<file path="config.mk">
export PLATFORM = sky130hd
export DESIGN_NAME = smpte337_burst_deframer_top
export DESIGN_NICKNAME = d
export VERILOG_FILES = /design/src/hw/rtl/s337d_pkg.sv /design/src/hw/rtl/s337d_core.sv /design/src/hw/rtl/smpte337_burst_deframer_top.sv
export VERILOG_INCLUDE_DIRS = /design/src /design/src/hw/rtl
export SDC_FILE = /design/constraint.sdc
export NUM_CORES = 1
export LEC_CHECK = 0
export BUFFER_PORTS_ARGS = -buffer_cell sky130_fd_sc_hd__buf_2
export CAP_MARGIN = 30
export CELL_PAD_IN_SITES_DETAIL_PLACEMENT = 0
export CELL_PAD_IN_SITES_GLOBAL_PLACEMENT = 1
export CORE_MARGIN = 3
export CORE_UTILIZATION = 45
export DETAILED_ROUTE_END_ITERATION = 8
export GPL_TIMING_DRIVEN = 1
export PLACE_DENSITY_LB_ADDON = 0.1
export SLEW_MARGIN = 20
export SYNTH_ARGS = -nofsm -noshare
export SYNTH_HDL_FRONTEND = slang
export SYNTH_SLANG_ARGS = --single-unit
</file>
<file path="constraint.sdc">
create_clock -name clk -period 8.1 [get_ports clk]
set_clock_uncertainty 0.05 [all_clocks]
set_input_delay 0.405 -clock clk [delete_from_list [all_inputs] [get_ports clk]]
set_output_delay 0.405 -clock clk [all_outputs]
set_load 0.02 [all_outputs]
</file>
<file path="src/hw/rtl/smpte337_burst_deframer_top_macros.svh">
// assertion macros shared by the deframer modules
// clocked on clk, disabled while arst_n is low
`ifndef SMPTE337_BURST_DEFRAMER_TOP_MACROS_SVH
`define SMPTE337_BURST_DEFRAMER_TOP_MACROS_SVH

// same-cycle implication
`define S337D_ASSERT_NOW(label, ante, cons, msg) \
	label: assert property (@(posedge clk) disable iff (!arst_n) (ante) |-> (cons)) \
		else $error(msg);

// next-cycle implication
`define S337D_ASSERT_NEXT(label, ante, cons, msg) \
	label: assert property (@(posedge clk) disable iff (!arst_n) (ante) |=> (cons)) \
		else $error(msg);

`endif

</file>
<file path="src/hw/rtl/s337d_pkg.sv">
// ----------------------------------------------------------------------------
// s337d_pkg
// Shared constants and result type of the SMPTE 337 burst deframer.
// ----------------------------------------------------------------------------
package s337d_pkg;

	localparam logic [31:0] SYNC20_A = {20'h6f872, 12'h000};
	localparam logic [31:0] SYNC20_B = {20'h54e1f, 12'h000};
	localparam logic [31:0] SYNC24_A = {24'h96f872, 8'h00};
	localparam logic [31:0] SYNC24_B = {24'ha54e1f, 8'h00};

	localparam logic [15:0] MAX_FRAME_RESET = 16'd4000;

	typedef logic signed [31:0] sample_t;

	typedef struct packed {
		logic signed [31:0] out_left;
		logic signed [31:0] out_right;
		logic               in_frame;
		logic               frame_start;
		logic               frame_end;
		logic [4:0]         burst_type;
		logic               burst_error;
		logic               is_24bit;
		logic [23:0]        payload_length;
		logic [15:0]        frame_pairs;
		logic               overflow;
	} res_t;

endpackage

</file>
<file path="src/hw/rtl/s337d_core.sv">
// ----------------------------------------------------------------------------
// s337d_core
// Sync hunt, frame state and result build for one sample pair word.
// ----------------------------------------------------------------------------
module s337d_core (
	input  logic              clk,
	input  logic              arst_n,
	input  logic              accept,
	input  s337d_pkg::sample_t left_sample,
	input  s337d_pkg::sample_t right_sample,
	input  logic [15:0]       max_frame_pairs,
	output s337d_pkg::res_t   res
);
	import s337d_pkg::*;
	`include "smpte337_burst_deframer_top_macros.svh"

	logic        locked_q;
	logic        held_valid_q;
	logic        held_is_sync_q;
	logic        width_mode_q;
	logic [15:0] pair_count_q;
	logic [31:0] held_left_q;
	logic [31:0] held_right_q;
	logic [15:0] pc_word_q;
	logic [23:0] pd_word_q;

	logic s20, s24, cur_sync;
	logic in_frame, ovf, fend;

	assign s20      = (left_sample == SYNC20_A) && (right_sample == SYNC20_B);
	assign s24      = (left_sample == SYNC24_A) && (right_sample == SYNC24_B);
	assign cur_sync = s20 || s24;

	assign in_frame = held_valid_q && locked_q;
	assign ovf      = in_frame && !cur_sync && (pair_count_q >= max_frame_pairs);
	assign fend     = in_frame && (cur_sync || ovf);

	always_comb begin
		res.out_left       = held_valid_q ? held_left_q : '0;
		res.out_right      = held_valid_q ? held_right_q : '0;
		res.in_frame       = in_frame;
		res.frame_start    = in_frame && held_is_sync_q;
		res.frame_end      = fend;
		res.burst_type     = fend ? pc_word_q[4:0] : 5'd0;
		res.burst_error    = fend ? pc_word_q[7] : 1'b0;
		res.is_24bit       = in_frame && width_mode_q;
		res.payload_length = fend ? pd_word_q : 24'd0;
		res.frame_pairs    = fend ? pair_count_q : 16'd0;
		res.overflow       = ovf;
	end

	// control state
	always_ff @(posedge clk or negedge arst_n) begin
		if (!arst_n) begin
			locked_q       <= 1'b0;
			held_valid_q   <= 1'b0;
			held_is_sync_q <= 1'b0;
			width_mode_q   <= 1'b0;
			pair_count_q   <= '0;
		end else if (accept) begin
			held_valid_q <= 1'b1;
			if (cur_sync) begin
				locked_q       <= 1'b1;
				held_is_sync_q <= 1'b1;
				width_mode_q   <= s24;
				pair_count_q   <= 16'd1;
			end else begin
				held_is_sync_q <= 1'b0;
				if (in_frame && !ovf) begin
					pair_count_q <= pair_count_q + 16'd1;
				end else begin
					locked_q     <= 1'b0;
					pair_count_q <= '0;
				end
			end
		end
	end

	// payload state
	always_ff @(posedge clk) begin
		if (accept) begin
			held_left_q  <= left_sample;
			held_right_q <= right_sample;
			if (cur_sync) begin
				pc_word_q <= '0;
				pd_word_q <= '0;
			end else if (in_frame && !ovf && pair_count_q == 16'd1) begin
				pc_word_q <= left_sample[31:16];
				pd_word_q <= width_mode_q ? right_sample[31:8]
				                          : {4'd0, right_sample[31:12]};
			end
		end
	end

	`S337D_ASSERT_NOW(a_end_in_frame, res.frame_end, res.in_frame, "frame end outside frame")
	`S337D_ASSERT_NOW(a_ovf_is_end, res.overflow, res.frame_end && !cur_sync, "overflow without end")
	`S337D_ASSERT_NEXT(a_sync_locks, accept && cur_sync,
		locked_q && held_is_sync_q && pair_count_q == 16'd1, "sync did not lock")

endmodule

</file>
<file path="src/hw/rtl/smpte337_burst_deframer_top.sv">
// ----------------------------------------------------------------------------
// smpte337_burst_deframer_top
// SMPTE 337 non-PCM burst deframer over stereo sample pair words.
// ----------------------------------------------------------------------------
// Takes one sample pair word per clock. The result for a pair leaves with
// the acceptance of the pair that follows it (one word of delay inside the
// block) and is then held in the output register; a new word is taken
// every cycle unless that register is full and stalled. Frame end, Pc, Pd
// and overflow are reported on the last pair of each frame.
module smpte337_burst_deframer_top (
	input  logic               clk,
	input  logic               arst_n,
	input  logic               cfg_we,
	input  logic [15:0]        cfg_wdata,
	input  logic               in_valid,
	output logic               in_stall,
	input  s337d_pkg::sample_t left_sample,
	input  s337d_pkg::sample_t right_sample,
	output logic               out_valid,
	input  logic               out_stall,
	output s337d_pkg::sample_t out_left,
	output s337d_pkg::sample_t out_right,
	output logic               in_frame,
	output logic               frame_start,
	output logic               frame_end,
	output logic [4:0]         burst_type,
	output logic               burst_error,
	output logic               is_24bit,
	output logic [23:0]        payload_length,
	output logic [15:0]        frame_pairs,
	output logic               overflow
);
	import s337d_pkg::*;
	`include "smpte337_burst_deframer_top_macros.svh"

	logic [15:0] max_frame_q;
	logic        out_valid_q;
	logic        in_accept;
	res_t        res;
	res_t        res_q;

	assign in_stall  = out_valid_q && out_stall;
	assign in_accept = in_valid && !in_stall;

	always_ff @(posedge clk or negedge arst_n) begin
		if (!arst_n) begin
			max_frame_q <= MAX_FRAME_RESET;
		end else if (cfg_we) begin
			max_frame_q <= cfg_wdata;
		end
	end

	s337d_core u_core (
		.clk             (clk),
		.arst_n          (arst_n),
		.accept          (in_accept),
		.left_sample     (left_sample),
		.right_sample    (right_sample),
		.max_frame_pairs (max_frame_q),
		.res             (res)
	);

	// output register
	always_ff @(posedge clk or negedge arst_n) begin
		if (!arst_n) begin
			out_valid_q <= 1'b0;
		end else if (in_accept) begin
			out_valid_q <= 1'b1;
		end else if (!out_stall) begin
			out_valid_q <= 1'b0;
		end
	end

	always_ff @(posedge clk) begin
		if (in_accept) begin
			res_q <= res;
		end
	end

	assign out_valid      = out_valid_q;
	assign out_left       = res_q.out_left;
	assign out_right      = res_q.out_right;
	assign in_frame       = res_q.in_frame;
	assign frame_start    = res_q.frame_start;
	assign frame_end      = res_q.frame_end;
	assign burst_type     = res_q.burst_type;
	assign burst_error    = res_q.burst_error;
	assign is_24bit       = res_q.is_24bit;
	assign payload_length = res_q.payload_length;
	assign frame_pairs    = res_q.frame_pairs;
	assign overflow       = res_q.overflow;

	`S337D_ASSERT_NOW(a_stall_needs_word, in_stall, out_valid_q, "stall with empty output")
	`S337D_ASSERT_NEXT(a_accept_fills, in_accept, out_valid_q, "accepted word not presented")
	`S337D_ASSERT_NEXT(a_cfg_write, cfg_we, max_frame_q == $past(cfg_wdata), "config write lost")

endmodule
</file>
==> Word-level counts from Yosys, hierarchy flattened <==
Cells that the tools add are included.
{ "op_classes": {"add_sub_neg": 1, "order_cmp": 1, "eq_ne": 7, "n_mux": 10, "n_reduce_logical": 21} }
{ "ops": {"columns": ["operator", "count"], "rows": [
  ["== test 32 x 31 -> 1 bit, second input constant", 2],
  ["== test 32 bit, second input constant", 2],
  ["two-way mux 24 bit", 2],
  ["two-way mux 16 bit", 2],
  ["adder 16 x 1 -> 16 bit, second input constant", 1],
  ["== test 16 x 1 -> 1 bit, second input constant", 1],
  [">= comparator 16 bit", 1],
  ["logical AND 1 bit", 12],
  ["two-way mux 8 bit", 1],
  ["AND reduction 2 bit", 3],
  ["two-way mux 1 bit", 5],
  ["inequality test 2 x 1 -> 1 bit, second input constant", 2],
  ["zero test 1 bit", 3],
  ["logical OR 1 bit", 2],
  ["nonzero test 2 bit", 1]
]} }
{ "word_totals": {"regBits": 248, "in_bits": 85, "output_inout_bits": 117, "elab_cells": 62} }

==> Logic depth before layout (Yosys ltp) <==
Gate-level depths: netlist of run 1.
{ "logic_depth": {"ltp_word": 11, "depth_mapped": 10, "mapped_depth_nobuf": 8} }

==> Modules after synthesis <==
Synthesis of run 1 repeated with hierarchy kept, for this count alone.
{ "unflattened": {"hier_cells": 647, "area_unflattened_um2": 9964.6} }
{ "modules_own_cells": {"columns": ["module", "n_inst", "cells_each", "area_each_um2", "seq_area_each_um2"], "rows": [
  ["s337d_core", 1, 494, 5808.1, 3323.2],
  ["smpte337_burst_deframer_top", 1, 153, 4156.5, 3886.2]
]} }

==> Worst setup path before layout of run 1 <==
OpenSTA, ideal clock, no wires.
{ "synth_path": {"kind": "register -> register", "start": "register out_valid_q (netlist: out_valid)", "end": "register res_q, in the netlist burst_error, enable pin", "setup_ps": 621, "arrival_ps": 6063, "t_required_ps": 7429, "setup_slack_ps": 1366, "path_stages_with_launch": 5, "n_path_buf": 1, "period_less_slack_ps": 6734, "path_cell_list": "dfrtp_1 > nand2_1 > nand2_1 > clkinv_1 > buf_1"} }
{ "synth_between": {"elab_chain_len": 3} }
{ "synth_lines": {"columns": ["element", "line_no", "source"], "rows": [
  ["start: declaration", "smpte337_burst_deframer_top.sv:37", "logic out_valid_q;"],
  ["start signal: assignment", "smpte337_burst_deframer_top.sv:66", "out_valid_q <= 1'b0;"],
  ["start signal: assignment", "smpte337_burst_deframer_top.sv:68", "out_valid_q <= 1'b1;"],
  ["start signal: assignment", "smpte337_burst_deframer_top.sv:70", "out_valid_q <= 1'b0;"],
  ["logical AND 1 bit", "smpte337_burst_deframer_top.sv:42", "assign in_stall = out_valid_q && out_stall;"],
  ["zero test 1 bit", "smpte337_burst_deframer_top.sv:43", "assign in_accept = in_valid && !in_stall;"],
  ["logical AND 1 bit", "smpte337_burst_deframer_top.sv:43", null],
  ["via in_accept", "smpte337_burst_deframer_top.sv:38", "logic in_accept;"],
  ["end signal: assignment", "smpte337_burst_deframer_top.sv:76", "res_q <= res;"],
  ["end: declaration", "smpte337_burst_deframer_top.sv:40", "res_t res_q;"]
]} }
The timed path passes the listed nets, and every way through them passes these cells.
A chain may end at the register's enable or synchronous reset.

==> Final worst setup path of run 1 <==
{ "layout_path": {"start": "register u_core.pair_count_q[0]", "end": "register u_core.pd_word_q[21], enable pin"} }
{ "layout_between": {"elab_chain_len": 7, "elab_cells_between_ends": 8, "classes_between": "order compare (1); eq/ne (1); reduce/logical (6)"} }
{ "layout_lines": {"columns": ["element", "line_no", "source"], "rows": [
  ["start: declaration", "s337d_core.sv:21", "logic [15:0] pair_count_q;"],
  ["start signal: assignment", "s337d_core.sv:70", "pair_count_q <= pair_count_q + 16'd1;"],
  [">= comparator 16 bit", "s337d_core.sv:35", "assign ovf = in_frame && !cur_sync && (pair_count_q >= max_frame_pairs);"],
  ["logical AND 1 bit", "s337d_core.sv:35", null],
  ["zero test 1 bit", "s337d_core.sv:87", "end else if (in_frame && !ovf && pair_count_q == 16'd1) begin"],
  ["logical AND 1 bit", "s337d_core.sv:87", null],
  ["logical AND 1 bit *", "s337d_core.sv:87", null],
  ["nonzero test 2 bit (no source line) *", null, null],
  ["AND reduction 2 bit (no source line) *", null, null],
  ["end signal: assignment", "s337d_core.sv:89", "pd_word_q <= width_mode_q ? right_sample[31:8]"],
  ["end: declaration", "s337d_core.sv:25", "logic [23:0] pd_word_q;"]
]} }
Mark *: on every way between the ends. The rest lies on a longest branch, timed or not.

==> results of run 1 <==
[where the power goes]
group | total (W) | leakage [nW] | switching (W) | internal (W)
registers | 0.00147 | 2.45 | 0.0000196 | 0.00145
clock network | 0.00115 | 0.408 | 0.000468 | 0.000681
logic | 0.000210 | 1.85 | 0.000140 | 0.0000702
total | 0.00283 | 4.71 | 0.000627 | 0.00220
[cell usage in the layout, fill, tap and decap left out, types with 20 or more instances in the layout]
cell	netlist	final
sky130_fd_sc_hd__dfrtp_1	31	30
sky130_fd_sc_hd__o21ai_0	20	20
sky130_fd_sc_hd__inv_1	26	26
sky130_fd_sc_hd__nor2_1	31	30
sky130_fd_sc_hd__mux2i_1	20	20
sky130_fd_sc_hd__buf_2	1	201
sky130_fd_sc_hd__nand2_1	32	32
sky130_fd_sc_hd__edfxtp_1	209	209
sky130_fd_sc_hd__clkbuf_16	0	26
sky130_fd_sc_hd__and2_1	117	117
[worst max-delay path, cell delays in order, from the launching register on]
cell                       delay, ns
sky130_fd_sc_hd__dfrtp_1        0.44
sky130_fd_sc_hd__inv_1          0.10
sky130_fd_sc_hd__ha_1           0.27
sky130_fd_sc_hd__nand2b_1       0.14
sky130_fd_sc_hd__a2111o_1       0.41
sky130_fd_sc_hd__a311o_1        0.38
sky130_fd_sc_hd__nor3_4         0.43
sky130_fd_sc_hd__a41oi_1        0.25
sky130_fd_sc_hd__nor2_4         0.73
[cell type report]
type	instances	area, sq um	share of cell area, %
sequential	246	7210	59.8
tap	275	344	2.86
clock buffer	28	658	5.46
clock inverter	19	174	1.44
multi-input combinational	360	2400	19.9
timing repair buffer	209	1150	9.55
inverter	27	109	0.903
[cell families (layout without fill, tap and decap cells)]
logic type                 after synthesis  count (layout)  synth area share (%)
adders and majority gates               18              18                  2.29
DFF                                    246             246                  73.4
xor gates and xnor gates                 9               9                 0.803
buffers and inverters                   51             283                  2.31
muxes                                   21              21                  2.15
and+or+nand+nor                        257             257                  15.3
AOI/OAI and AO/OA                       55              55                  3.71
[worst paths after layout]
check | end | slack [ns] | cells after the start
min reg2reg | u_core.held_is_sync_q$_DFFE_PN0P_ | 0.43 | 2
max reg2reg | u_core.pd_word_q[21]$_SDFFCE_PP0P_ | 4.50 | 8
max | u_core.pd_word_q[21]$_SDFFCE_PP0P_ | 4.50 | 8
max in group asynchronous | max_frame_q[11]$_DFFE_PN1P_ | 7.17 | 3
min | u_core.held_left_q[4]$_DFFE_PP_ | 0.03 | 1
min in group asynchronous | u_core.pair_count_q[0]$_DFFE_PN0P_ | 0.29 | 2
[repair_timing]
item	in CTS	in global routing
hold buffers	2	0
resized for setup	0	0
endpoints found under the setup margin	0	0
endpoints found under the hold margin	32	0
[routing by layer]
metal / vias up / track usage (%) / part of all wire [%]
met5: - / 0 / 0
met4: 0 / 3.20 / 1.3
met3: 23 / 3.35 / 6.6
met2: 205 / 28.6 / 47
met1: 2914 / 25.4 / 46
li1: 2820 / - / -
[Yosys cell counts (all sizes together)]
| cell type | instances | area, sq um |
|---|---|---|
| a21oi | 17 | 119 |
| clkbuf | 17 | 63.8 |
| o211ai | 1 | 7.51 |
| mux2i | 20 | 200 |
| nand3 | 12 | 60.1 |
| nor4b | 4 | 35.0 |
| o221ai | 1 | 8.76 |
| mux2 | 1 | 11.3 |
| inv | 26 | 97.6 |
| nand4 | 12 | 75.1 |
| o21ai | 23 | 119 |
| nand4b | 1 | 8.76 |
| o21a | 3 | 22.5 |
| a311o | 1 | 10.0 |
| edfxtp | 209 | 6280 |
| nor2b | 2 | 12.5 |
| nor4 | 12 | 90.1 |
| a211oi | 1 | 7.51 |
| a41oi | 1 | 8.76 |
| and4b | 2 | 20.0 |
| buf | 7 | 61.3 |
| and2 | 117 | 732 |
| nor3 | 7 | 46.3 |
| o32ai | 1 | 8.76 |
| nand2b | 3 | 18.8 |
| xor2 | 4 | 35.0 |
| xnor2 | 5 | 43.8 |
| nand2 | 33 | 126 |
| nor3b | 1 | 7.51 |
| or3 | 2 | 12.5 |
| dfrtp | 31 | 776 |
| dfstp | 6 | 158 |
| ha | 18 | 225 |
| a31oi | 3 | 18.8 |
| a2111o | 1 | 11.3 |
| nor2 | 31 | 116 |
| clkinv | 1 | 3.75 |
| a32o | 1 | 10.0 |
| and3 | 10 | 62.6 |
| o22ai | 1 | 12.5 |
| nor4bb | 8 | 80.1 |
[registers in the layout, indices dropped and copies added, names as in the netlist, 24 cells and up]
register / flops
out_left: 32
out_right: 32
u_core.held_left_q: 32
u_core.held_right_q: 32
payload_length: 24
u_core.pd_word_q: 24
[stage by stage]
step                      util, %  setup WS, ns
after floorplan                 -          1.37
after detailed placement     52.4          4.24
final                        56.8          4.50
after global placement       52.2          4.28
after global routing         56.8          4.22
after CTS                    56.4          4.43
==> out/qor.txt, run 1 <==
summed area of non-filler cells in the final layout -> 0.0120 sq mm
fraction of the yosys area taken by sequential cells -> 73.4%
Final Net Count -> 973
Post CTS Setup Buffer Count -> 0
Vias -> 5962
number of storage elements in the synthesis netlist -> 246
proportion of layout cells with a drive suffix above 1 -> 30.3%
number of clock sinks -> 246
post-layout instance count excluding filler cells -> 1164
starting utilization of the core area -> 46.3%
number of global-route vias before repair -> 5965
TritonCTS clock tree -> done
buffers added on ports -> 201
die span in x -> 154 um
Worst Path Required -> 8.18 ns
Layout Area Growth over Synthesis -> 22.7%
largest net degree at the start of global routing -> 113
clock latency on the worst-skew pair -> 0.52 ns
cell area reported after detailed placement -> 0.0111 sq mm
worst hold path class -> in2reg
Leakage Power -> 4.71 nW
wire length per cell -> 18.2 um
First DRT Iteration DRCs -> 398
Synth Instances -> 657
GRT overflow -> 0
Fillers -> 1781
CTS H-tree lvls -> 1
Worst slew margin -> 35.8%
Max-cap violations -> 0
dpl cells -> 1112
diode insertion count for antenna repair -> 0
Mapped Nets -> 760
Reg-to-Reg Start -> u_core.pair_count_q[0]$_DFFE_PN0P_
buffer levels on the longest clock path -> 3
worst vdd ir -> 131 uV
count of boundary I/O pins -> 202
pwr dens -> 234 mW/mm^2
setup-violating endpoint count in the final report -> 0
Post-route DRC -> 0
final weighted congestion in routability-driven placement -> 0.765
antenna violations before repair -> 0
overall power of the completed layout -> 0.00283 W
Vias/cell -> 5.12
setup repair after global routing missed its margin -> no
fin crit share -> 44.5%
number of distinct library cell variants in the gate-level netlist after synthesis -> 50
Setup TNS Final -> 0 ns
result of the run -> completed
height of the die -> 154 um
category of the worst setup path capture point -> flip-flop
worst setup path startpoint -> u_core.pair_count_q[0]$_DFFE_PN0P_
final hold vios -> 0
largest fanout on the critical path -> 30
global-route wire length before repair -> 33300 um
maximum clock frequency -> 0.277 GHz
clock-pin slew reported for the worst setup and hold paths after clock tree synthesis -> 0.06 ns
startpoint of the tightest hold check path -> left_sample[4]
minimum clock period -> 3.60 ns
pins over their slew limit -> 0
startpoint type of the worst setup path -> flip-flop
arrival time of data at the critical path endpoint -> 3.69 ns
Detail Route Antenna Nets -> 0
routed wire length -> 21200 um
post-DP HPWL -> 14300 um
hold_ws -> 0.0275 ns
measured slew at the worst slew-check pin -> 0.963 ns
GRT Resource Usage Total -> 17.6%
mapped cell area -> 0.00982 sq mm
startpoint-to-endpoint class of the critical path -> reg2reg
Inserted Clock Buffers -> 26
total of warnings raised by yosys -> 0
Site Rows -> 53
CTS root buffer -> sky130_fd_sc_hd__clkbuf_16
area inside the core boundary -> 0.0212 sq mm
Detailed Routing Iterations Pass 1 -> 5
die footprint -> 0.0236 sq mm
Post-Syn Area per Cell -> 14.9 sq um
No activity file was read; power rests on OpenSTA's default activity.
==> inputs of run 2 (changes only) <==
--- a/config.mk
+++ b/config.mk
@@ -6,12 +6,13 @@
 export SDC_FILE = /design/constraint.sdc
 export NUM_CORES = 1
 export LEC_CHECK = 0
+export ABC_AREA = 1
 export BUFFER_PORTS_ARGS = -buffer_cell sky130_fd_sc_hd__buf_2
 export CAP_MARGIN = 30
 export CELL_PAD_IN_SITES_DETAIL_PLACEMENT = 0
 export CELL_PAD_IN_SITES_GLOBAL_PLACEMENT = 1
 export CORE_MARGIN = 3
-export CORE_UTILIZATION = 45
+export CORE_UTILIZATION = 39
 export DETAILED_ROUTE_END_ITERATION = 8
 export GPL_TIMING_DRIVEN = 1
 export PLACE_DENSITY_LB_ADDON = 0.1
==> constraint.sdc (replaced) <==
create_clock -name clk -period 2.9 [get_ports clk]
set_clock_uncertainty 0.05 [all_clocks]
set_input_delay 0.145 -clock clk [delete_from_list [all_inputs] [get_ports clk]]
set_output_delay 0.145 -clock clk [all_outputs]
set_load 0.02 [all_outputs]
==> run 2 against run 1 <==
  * The run now ends with negative hold slack left
  * Via count up 16%
  * Non-clock buffer count grew 86
  * Register-to-register slack lost 3.9 ns
  * Clock power grew to 2.9 times the previous value
  * Setup slack got worse by 3.9 ns
  * Combinational power increased to 2.9 times the previous value
  * Synthesized area grew 4.8%
  * Critical path type unchanged
  * Critical path depth rose by 5
  * Sequential cell count stayed put
  * Wire length increased by 11%
  * Sequential power rose to 2.8 times the previous value
==> out/qor.txt, run 2 <==
main area contributors after synthesis -> sky130_fd_sc_hd__edfxtp_1 (61%), sky130_fd_sc_hd__dfrtp_1 (7.5%), sky130_fd_sc_hd__nand2_1 (6.8%), sky130_fd_sc_hd__inv_1 (6.2%), sky130_fd_sc_hd__nor2_1 (4.4%)
overall power of the completed layout -> 0.00805 W (+180%)
met3 Usage GRT -> 3.29% (-0.056 points)
Max-cap violations -> 0 (unchanged)
final hold vios -> 9 (+9)
startpoint-to-endpoint class of the critical path -> reg2reg
Post-route DRC -> 0 (unchanged)
arrival time of data at the critical path endpoint -> 2.50 ns (-1.19 ns)
GRT Resource Usage Total -> 16.4% (-1.2 points)
buffer levels on the longest clock path -> 3 (unchanged)
pins over their slew limit -> 0 (unchanged)
highest-count cells in the layout ignoring fill and taps -> sky130_fd_sc_hd__edfxtp_1 (209), sky130_fd_sc_hd__buf_2 (201), sky130_fd_sc_hd__nand2_1 (187)
setup repair after global routing missed its margin -> no
met1 global-route usage -> 22.0% (-3.4 points)
clock-pin slew reported for the worst setup and hold paths after clock tree synthesis -> 0.06 ns (about the same)
First DRT Iteration DRCs -> 356 (-11%)
CTS H-tree lvls -> 1 (unchanged)
Yosys top cell area share -> 61.0% (-2.9 points)
height of the die -> 168 um (+9.6%)
clock latency on the worst-skew pair -> 0.52 ns (about the same)
Vias/cell -> 4.47 (-13%)
Most Used Layer, Global Route -> met2
library cell with the highest instance count after synthesis -> sky130_fd_sc_hd__edfxtp_1
post-DP HPWL -> 15600 um (+8.9%)
cell types with the highest counts after synthesis -> sky130_fd_sc_hd__edfxtp_1 (209), sky130_fd_sc_hd__nand2_1 (187), sky130_fd_sc_hd__inv_1 (169)
Worst Path Required -> 3.05 ns (-5.13 ns)
Setup TNS Final -> 0 ns (unchanged)
number of global-route vias before repair -> 6836 (+15%)
Detail Route Antenna Nets -> 0 (unchanged)
proportion of layout cells with a drive suffix above 1 -> 24.1% (-6.2 points)
Layout Area Growth over Synthesis -> 30.4%
number of storage elements in the synthesis netlist -> 246 (unchanged)
starting utilization of the core area -> 40.3% (-6.0 points)
total of warnings raised by yosys -> 0 (unchanged)
Post CTS Setup Buffer Count -> 0 (unchanged)
category of the worst setup path capture point -> flip-flop
Mapped Nets -> 1000 (+32%)
final weighted congestion in routability-driven placement -> 0.801 (+4.7%)
startpoint type of the worst setup path -> flip-flop
fraction of the yosys area taken by sequential cells -> 70.0% (-3.4 points)
Detailed Routing Iterations Pass 1 -> 4 (-1)
violations in the final reports -> negative hold slack
worst hold path class -> in2async
count of boundary I/O pins -> 202 (unchanged)
Vias -> 6915 (+16%)
wire length per cell -> 15.2 um (-17%)
Post-Syn Area per Cell -> 11.5 sq um (-23%)
minimum clock period -> 2.35 ns (-1.26 ns)
post-cts sizing count -> 0 (unchanged)
hold_ws -> -0.0144 ns (-0.0419 ns)
commonest register cell after synthesis -> sky130_fd_sc_hd__edfxtp_1
CTS root buffer -> sky130_fd_sc_hd__clkbuf_16
mapped cell area -> 0.0103 sq mm (+4.8%)
antenna violations before repair -> 2 (+2)
die footprint -> 0.0284 sq mm (+20%)
GRT overflow -> 0 (unchanged)
Inserted Clock Buffers -> 27 (+3.8%)
Leakage Power -> 6.01 nW (+28%)
pwr dens -> 599 mW/mm^2 (+160%)
area inside the core boundary -> 0.0255 sq mm (+20%)
number of clock sinks -> 246 (unchanged)
largest net degree at the start of global routing -> 120 (+6.2%)
Fillers -> 2369 (+33%)
number of enable-type register cells in the synthesized netlist -> 209 (unchanged)
most common cell after layout, fill and taps aside -> sky130_fd_sc_hd__edfxtp_1
result of the run -> complete, but fails checks
Worst slew margin -> 52.0% (+16 points)
Yosys top cell by area -> sky130_fd_sc_hd__edfxtp_1
maximum clock frequency -> 0.426 GHz (+54%)
Synth Instances -> 897 (+37%)
largest fanout on the critical path -> 30 (unchanged)
Site Rows -> 58 (+9.4%)
async set-reset flop share out of synthesis -> 15.0% (unchanged)
routed wire length -> 23500 um (+11%)
Final Net Count -> 1299 (+34%)
fin crit share -> 80.9% (+36 points)
setup-violating endpoint count in the final report -> 0 (unchanged)
measured slew at the worst slew-check pin -> 0.720 ns (-0.243 ns)
number of distinct library cell variants in the gate-level netlist after synthesis -> 31 (-38%)
die span in x -> 168 um (+9.6%)
buffers added on ports -> 201 (unchanged)
TritonCTS clock tree -> done
met2 track demand over resource -> 27.7% (-0.91 points)
count of hold-fix buffers inserted at cts -> 83 (+81)
global-route wire length before repair -> 37100 um (+11%)
worst vdd ir -> 499 uV (+280%)
[run 2: cell types whose count changed in the layout (fill, tap and decap cells not counted), sizes merged, moves of 8 or more]
cell         previous run  this run
inv                    27       169
dlygate4sd3             2        83
nor4                   12         4
and3                   10         0
mux2i                  20         0
nand2                  33       188
a21oi                  17        26
nor4bb                  8         0
nor2                   31       154
and2                  117         0
[run 2: cell families after synthesis]
logic type	share of synthesized area [%]
compound gates	3.09
xor+xnor	0.511
fa+ha+maj	2.19
buf+inv	7.68
flops	70.0
mux	0.109
simple gates	16.4
[run 2: critical path, stage by stage (launching register included)]
cell and delay [ns]:
sky130_fd_sc_hd__dfstp_2 0.51, sky130_fd_sc_hd__inv_1 0.04, sky130_fd_sc_hd__ha_1 0.29, sky130_fd_sc_hd__nand2_1 0.06, sky130_fd_sc_hd__inv_1 0.03, sky130_fd_sc_hd__nor2_1 0.07, sky130_fd_sc_hd__o21a_1 0.13, sky130_fd_sc_hd__nand2_1 0.05
sky130_fd_sc_hd__nand2_1 0.05, sky130_fd_sc_hd__nand2_1 0.14, sky130_fd_sc_hd__nand3_1 0.17, sky130_fd_sc_hd__nand3_1 0.08, sky130_fd_sc_hd__nand2_1 0.12, sky130_fd_sc_hd__buf_12 0.22
[run 2: final cells by class]
cell class / count / area [sq um] / area share, %
tap: 330 / 413 / 3.08
clock inverter: 17 / 178 / 1.32
clock buffer: 32 / 694 / 5.17
multi-input combinational: 457 / 2310 / 17.2
sequential: 246 / 7210 / 53.7
inverter: 169 / 634 / 4.73
antenna: 2 / 5.00 / 0.0373
timing repair buffer: 295 / 1980 / 14.8
[run 2: report_power, final]
group	switching (W)	internal, W	leakage, nW
sequential	0.0000398	0.00402	2.46
clock	0.00132	0.00205	0.415
combinational	0.000376	0.000236	3.13
total	0.00174	0.00631	6.01
[run 2: per-stage QoR]
step / instances / worst slack, ns / instance area [sq um] / util, %
floorplan: 897 / 0.0830 / 10300 / -
global placement: 1413 / 0.553 / 11700 / 45.8
detailed placement: 1413 / 0.529 / 11700 / 45.8
CTS: 1545 / 0.507 / 13400 / 52.4
global route: 1548 / 0.310 / 13400 / 52.5
finish: 1548 / 0.553 / 13400 / 52.5
[run 2: worst paths after layout]
kind,startpoint,endpoint,slack (ns),cells after the start
max,max_frame_q[7]$_DFFE_PN1P_,u_core.pd_word_q[20]$_SDFFCE_PP0P_,0.55,13
min,arst_n,out_valid$_DFFE_PN0P_,-0.01,2
max reg2reg,max_frame_q[7]$_DFFE_PN1P_,u_core.pd_word_q[20]$_SDFFCE_PP0P_,0.55,13
min reg2reg,u_core.locked_q$_DFFE_PN0P_,u_core.locked_q$_DFFE_PN0P_,0.43,2
max in group asynchronous,arst_n,max_frame_q[10]$_DFFE_PN1P_,2.31,3
min in group clk,cfg_we,max_frame_q[8]$_DFFE_PN1P_,0.02,3
[run 2: routing by layer]
metal | wire length [um] | vias to the layer above
met1 | 10500 | 3250
met4 | 372 | 0
met3 | 1350 | 26
li1 | - | 3468
met2 | 11300 | 171
met5 | 0 | -
